`config.mk`:
```
export PLATFORM = sky130hd
export DESIGN_NAME = hrca_cell
export DESIGN_NICKNAME = d
export VERILOG_FILES = /design/src/sv/hrca_pkg.sv /design/src/sv/hrca_cell.sv
export SDC_FILE = /design/constraint.sdc
export NUM_CORES = 1
export LEC_CHECK = 0
export BUFFER_PORTS_ARGS = -buffer_cell sky130_fd_sc_hd__clkbuf_2
export CORE_MARGIN = 2
export CORE_UTILIZATION = 35
export CTS_CLUSTER_DIAMETER = 120
export CTS_CLUSTER_SIZE = 20
export DETAILED_ROUTE_END_ITERATION = 12
export PLACE_DENSITY_LB_ADDON = 0.12
export SYNTH_ARGS = -nofsm -noshare
export SYNTH_HDL_FRONTEND = slang
export SYNTH_SLANG_ARGS = --single-unit
```
`constraint.sdc`:
```
create_clock -name clk -period 3.1 [get_ports clk]
set_input_delay 0.465 -clock clk [delete_from_list [all_inputs] [get_ports clk]]
set_output_delay 0.465 -clock clk [all_outputs]
set_load 0.01 [all_outputs]
```
`src/sv/hrca_pkg.sv`:
```
`timescale 1ns / 1ps

package hrca_pkg;

  localparam int SUM_W     = 48;
  localparam int WEIGHT_W  = 32;
  localparam int VC_W      = 21;
  localparam int WS_W      = 7;
  localparam int SLOT_W    = 6;
  localparam int CNT_W     = 7;
  localparam int CFG_IDX_W = 2;

  localparam logic [CFG_IDX_W-1:0] REG_VERTEX_COUNT = 2'd0;
  localparam logic [CFG_IDX_W-1:0] REG_WINDOW_SIZE  = 2'd1;

  localparam logic [SUM_W-1:0] SUM_MAX = {SUM_W{1'b1}};

  // broadcast to every cell of the row
  typedef struct packed {
    logic                clear;
    logic                shift;
    logic                add;
    logic [CNT_W-1:0]    lo;
    logic [CNT_W-1:0]    hi;
    logic [WEIGHT_W-1:0] weight;
  } cell_ctl_t;

endpackage

```
`src/sv/hrca_cell.sv`:
```
`timescale 1ns / 1ps

module hrca_cell import hrca_pkg::*; #(
  parameter int IDX = 0
) (
  input  logic             clk,
  input  logic             rst,
  input  cell_ctl_t        ctl,
  input  logic [SUM_W-1:0] shift_in,
  output logic [SUM_W-1:0] sum
);

  localparam logic [CNT_W-1:0] MY_IDX = CNT_W'(IDX);

  logic           in_range;
  logic [SUM_W:0] wide;
  logic [SUM_W-1:0] sum_next;

  assign in_range = (MY_IDX >= ctl.lo) && (MY_IDX < ctl.hi);
  assign wide     = {1'b0, sum} + {{(SUM_W + 1 - WEIGHT_W){1'b0}}, ctl.weight};

  always_comb begin
    priority if (ctl.clear) begin
      sum_next = '0;
    end else if (ctl.shift) begin
      sum_next = shift_in;
    end else if (ctl.add && in_range) begin
      sum_next = wide[SUM_W] ? SUM_MAX : wide[SUM_W-1:0];
    end else begin
      sum_next = sum;
    end
  end

  always_ff @(posedge clk) begin
    if (rst) begin
      sum <= '0;
    end else begin
      sum <= sum_next;
    end
  end

endmodule

```
==> results.sh <==
export IMPL_fp_row_count=41
export IMPL_largest_reg_flops=48
export IMPL_numPlacedInstances=912
export IMPL_slew_violations=0
export IMPL_ys_seq_area_share_pct=20.87
export IMPL_synthArstFlopShare_pct=0
export IMPL_synth_top_area_share_pct=20.87
export IMPL_synth_top_area_cell="dfxtp_1"
export IMPL_place_port_buffers=146
export IMPL_grt_setup_unrepaired="no"
export IMPL_power_leakage_nw=2.432
export IMPL_finalNonFillerCells=920
export IMPL_peakVddDrop_uv=179.8
export IMPL_dpl_worst_slack_ns=-0.02366
export IMPL_dp_hpwl_mm=12.70
export IMPL_drcViolationCount=0
export IMPL_period_share_pct=93.70
export IMPL_syn_area_um2=4604
export IMPL_cts_buffers=5
export IMPL_relSlewSlack_pct=52.02
export IMPL_cap_violations=0
export IMPL_wl_met2_mm=7.732
export IMPL_syn_num_nets=719
export IMPL_grt_max_degree=43
export IMPL_drive_above_1_share_pct=33.82
export IMPL_cp_data_arrival_time_ns=3.09
export IMPL_drt_met1_wl_mm=7.501
export IMPL_ff2ff_path_depth=10
export IMPL_diodes=0
export IMPL_finalWeightedCongestion=0.9139
export IMPL_yosys_warnings=0
export IMPL_num_nets_final=879
export IMPL_postSynthAreaPerCell_um2=7.844
export IMPL_setup_ws_ns=0.1953
export IMPL_initial_core_util_pct=36.19
export IMPL_synthDistinctLibCells=68
export IMPL_core_area_um2=12720
export IMPL_pwr_density_cell_nw_per_um2=315.4
export IMPL_drt_iter0_drc=309
export IMPL_endpoint_kind="register"
export IMPL_reg_top3="sum x48"
export IMPL_fp_dieH_um=118.7
export IMPL_post_cts_buffers=0
export IMPL_vias_per_cell=5.692
export IMPL_hp_class="input pin to register"
export IMPL_drtPass1Iterations=4
export IMPL_synthTopCellsByArea="dfxtp_1 21%, ha_1 8.7%, a211oi_2 7.9%"
export IMPL_synth_edf_count=0
export IMPL_drtAntennaViolNets=0
export IMPL_cp_start_kind="register"
export IMPL_worstReg2RegStart="sum[0]"
export IMPL_path_class="register to register"
export IMPL_grt_pass1_vias=5124
export IMPL_antenna_found_initial=0
export IMPL_crit_required_ns=3.28
export IMPL_dieArea_um2=14090
export IMPL_clk_pin_slew_worst_paths_ns=0.07
export IMPL_cp_max_fo=5
export IMPL_critical_path_buf_inv_count=0
export IMPL_top_layer="met4"
export IMPL_insertion_delay_ns=0.30
export IMPL_skew_ns=0.006653
export IMPL_routed_wl_mm=16.08
export IMPL_synthCells=587
export IMPL_cp_top_family="compound AO/OA/AOI/OAI gates"
export IMPL_layout_min_cycle_time_ns=2.905
export IMPL_path_cells="ha_1 -> fa_1 -> a21o_1 -> a221o_2 -> o2111ai_4 -> a2111oi_2 -> o31a_2 -> nor2_1 -> and4_1 -> nor3_1"
export IMPL_die_x_um=118.7
export IMPL_wl_per_cell_um=17.48
export IMPL_clock_path_buffers=2
export IMPL_top_register="sum"
export IMPL_area_delta_synth_final_pct=28.48
export IMPL_worstReg2RegEnd="sum[37]"
export IMPL_r2r_slack_ns=0.20
export IMPL_hold_violations=0
export IMPL_cpMaxStageDelayCell="fa_1"
export IMPL_p_total_w=0.001866
export IMPL_hold_buffers=0
export IMPL_tightest_slew_ns=0.7121
export IMPL_status="finished, final reports clean"
export IMPL_grt_ovfl_total=0
export IMPL_holdCritStartpoint="shift_in[1]"
export IMPL_clkSinkCount=48
export IMPL_min_delay_worst_endpoint="sum[1]"
export IMPL_htree_num_levels=2
export IMPL_wl_met3_um=629
export IMPL_vias=5237
export IMPL_setup_violations_final=0
export IMPL_gr_usage_all_layers_pct=22.68
export IMPL_slowest_delay_ns=0.39
export IMPL_min_path_cells=3
export IMPL_cts_tree="done"
export IMPL_fmax_mhz=344.3
export IMPL_pin_count=147
export IMPL_grt_pass1_wl_mm=26.08
export IMPL_ys_flop_type="dfxtp_1"
export IMPL_ys_ff_latch=48
export IMPL_cts_root_buf="clkbuf_16"
[power breakdown]
part	leakage, nW	internal (W)	switching (W)
Combinational	1.96	0.000239	0.000318
Sequential	0.392	0.000640	0.0000256
Clock	0.0808	0.000381	0.000263
[per-stage QoR]
stage	setup TNS [ns]	util, %	hold WS (ns)	cell area [um2]
after floorplan	0	-	0.5074	4604
after global placement	0	45.17	0.5121	5747
after detailed placement	-0.02992	45.17	0.5205	5747
after CTS	0	46.46	0.4651	5911
after global routing	0	46.50	0.4898	5916
final	0	46.50	0.4705	5916
[worst max-delay path by stage]
stage	startpoint	to	slack, ns	cells past startpoint
5_1_grt	sum[0]	sum[34]	0.05	11
2_1_floorplan	ctl[0]	sum[45]	0.17	10
3_3_place_gp	ctl[0]	sum[43]	0.06	11
3_5_place_dp	ctl[0]	sum[37]	-0.02	11
4_1_cts	sum[0]	sum[37]	0.20	10
6_report	sum[0]	sum[37]	0.20	10
[cells in the mapped netlist, types with 2 or more instances]
cell	n
nor2b_1	5
and2_1	5
xor2_1	15
xnor2_1	15
nor2_1	32
o31ai_1	3
nor3b_1	3
buf_2	6
and4_1	2
a211o_1	2
inv_1	10
clkbuf_1	25
a311oi_1	2
o221ai_1	9
dfxtp_1	48
clkbuf_2	3
o21a_1	4
a21o_1	9
o41ai_1	2
and3b_1	2
a211oi_2	29
a41oi_1	3
nor3_1	51
nand3_1	13
o21bai_1	5
o22ai_1	3
nand2_1	42
nand4_1	14
nor4b_1	2
or2_2	6
o211ai_1	2
mux2i_1	5
and3_1	7
o21ai_0	66
a21oi_1	46
buf_6	4
a2bb2oi_1	2
nor2_4	3
o2111ai_1	2
nand2b_1	3
nand3b_1	2
a31oi_1	4
ha_1	32
nor4_1	3
a211oi_1	13
[area by class of cell]
type / count / area [um2]
Clock buffer: 6 / 128.9
Clock inverter: 2 / 35.03
Tap cell: 172 / 215.2
Inverter: 10 / 37.54
Sequential cell: 48 / 960.9
Fill cell: 1324 / 6807
Timing Repair Buffer: 192 / 1101
Multi-Input combinational cell: 490 / 3437
[tightest hold or removal path: stages]
cell and delay, ns:
clkbuf_2 0.07, o21ai_0 0.13, nor3_1 0.05
[timing repair]
action / CTS / global route
resized for setup: 0 / 1
endpoints found under the setup margin: 0 / 2
hold endpoints to repair: 0 / 0
[layer usage]
metal,up-vias,track usage (%)
met5,-,0
met4,0,5.878
met3,13,2.751
met2,136,38.11
met1,2517,30.61
li1,2571,-
[placed cells by master, fill, tap and decap left out, types with 6 or more instances in the layout]
master    count
clkbuf_2    146
xor2_1       15
a21oi_1      45
xnor2_1      15
and3_1        7
buf_4        44
nand4_1      14
nor2_1       31
nor3_1       51
a211oi_2     29
or2_2         6
inv_1        10
nand3_1      13
o21ai_0      66
o221ai_1      9
a21o_1        9
dfxtp_1      48
a211oi_1     13
nand2_1      42
ha_1         32
[logic make-up (layout without fill, tap and decap cells)]
group / after synthesis / in the layout / share of synthesized area [%]
DFF: 48 / 48 / 20.87
xor gates and xnor gates: 30 / 30 / 5.707
buffers and inverters: 49 / 210 / 4.891
and+or+nand+nor: 202 / 202 / 23.29
adders and majority gates: 33 / 33 / 9.130
AOI/OAI and AO/OA: 220 / 220 / 35.03
muxes: 5 / 5 / 1.087
(Power assumes the default switching activity.)
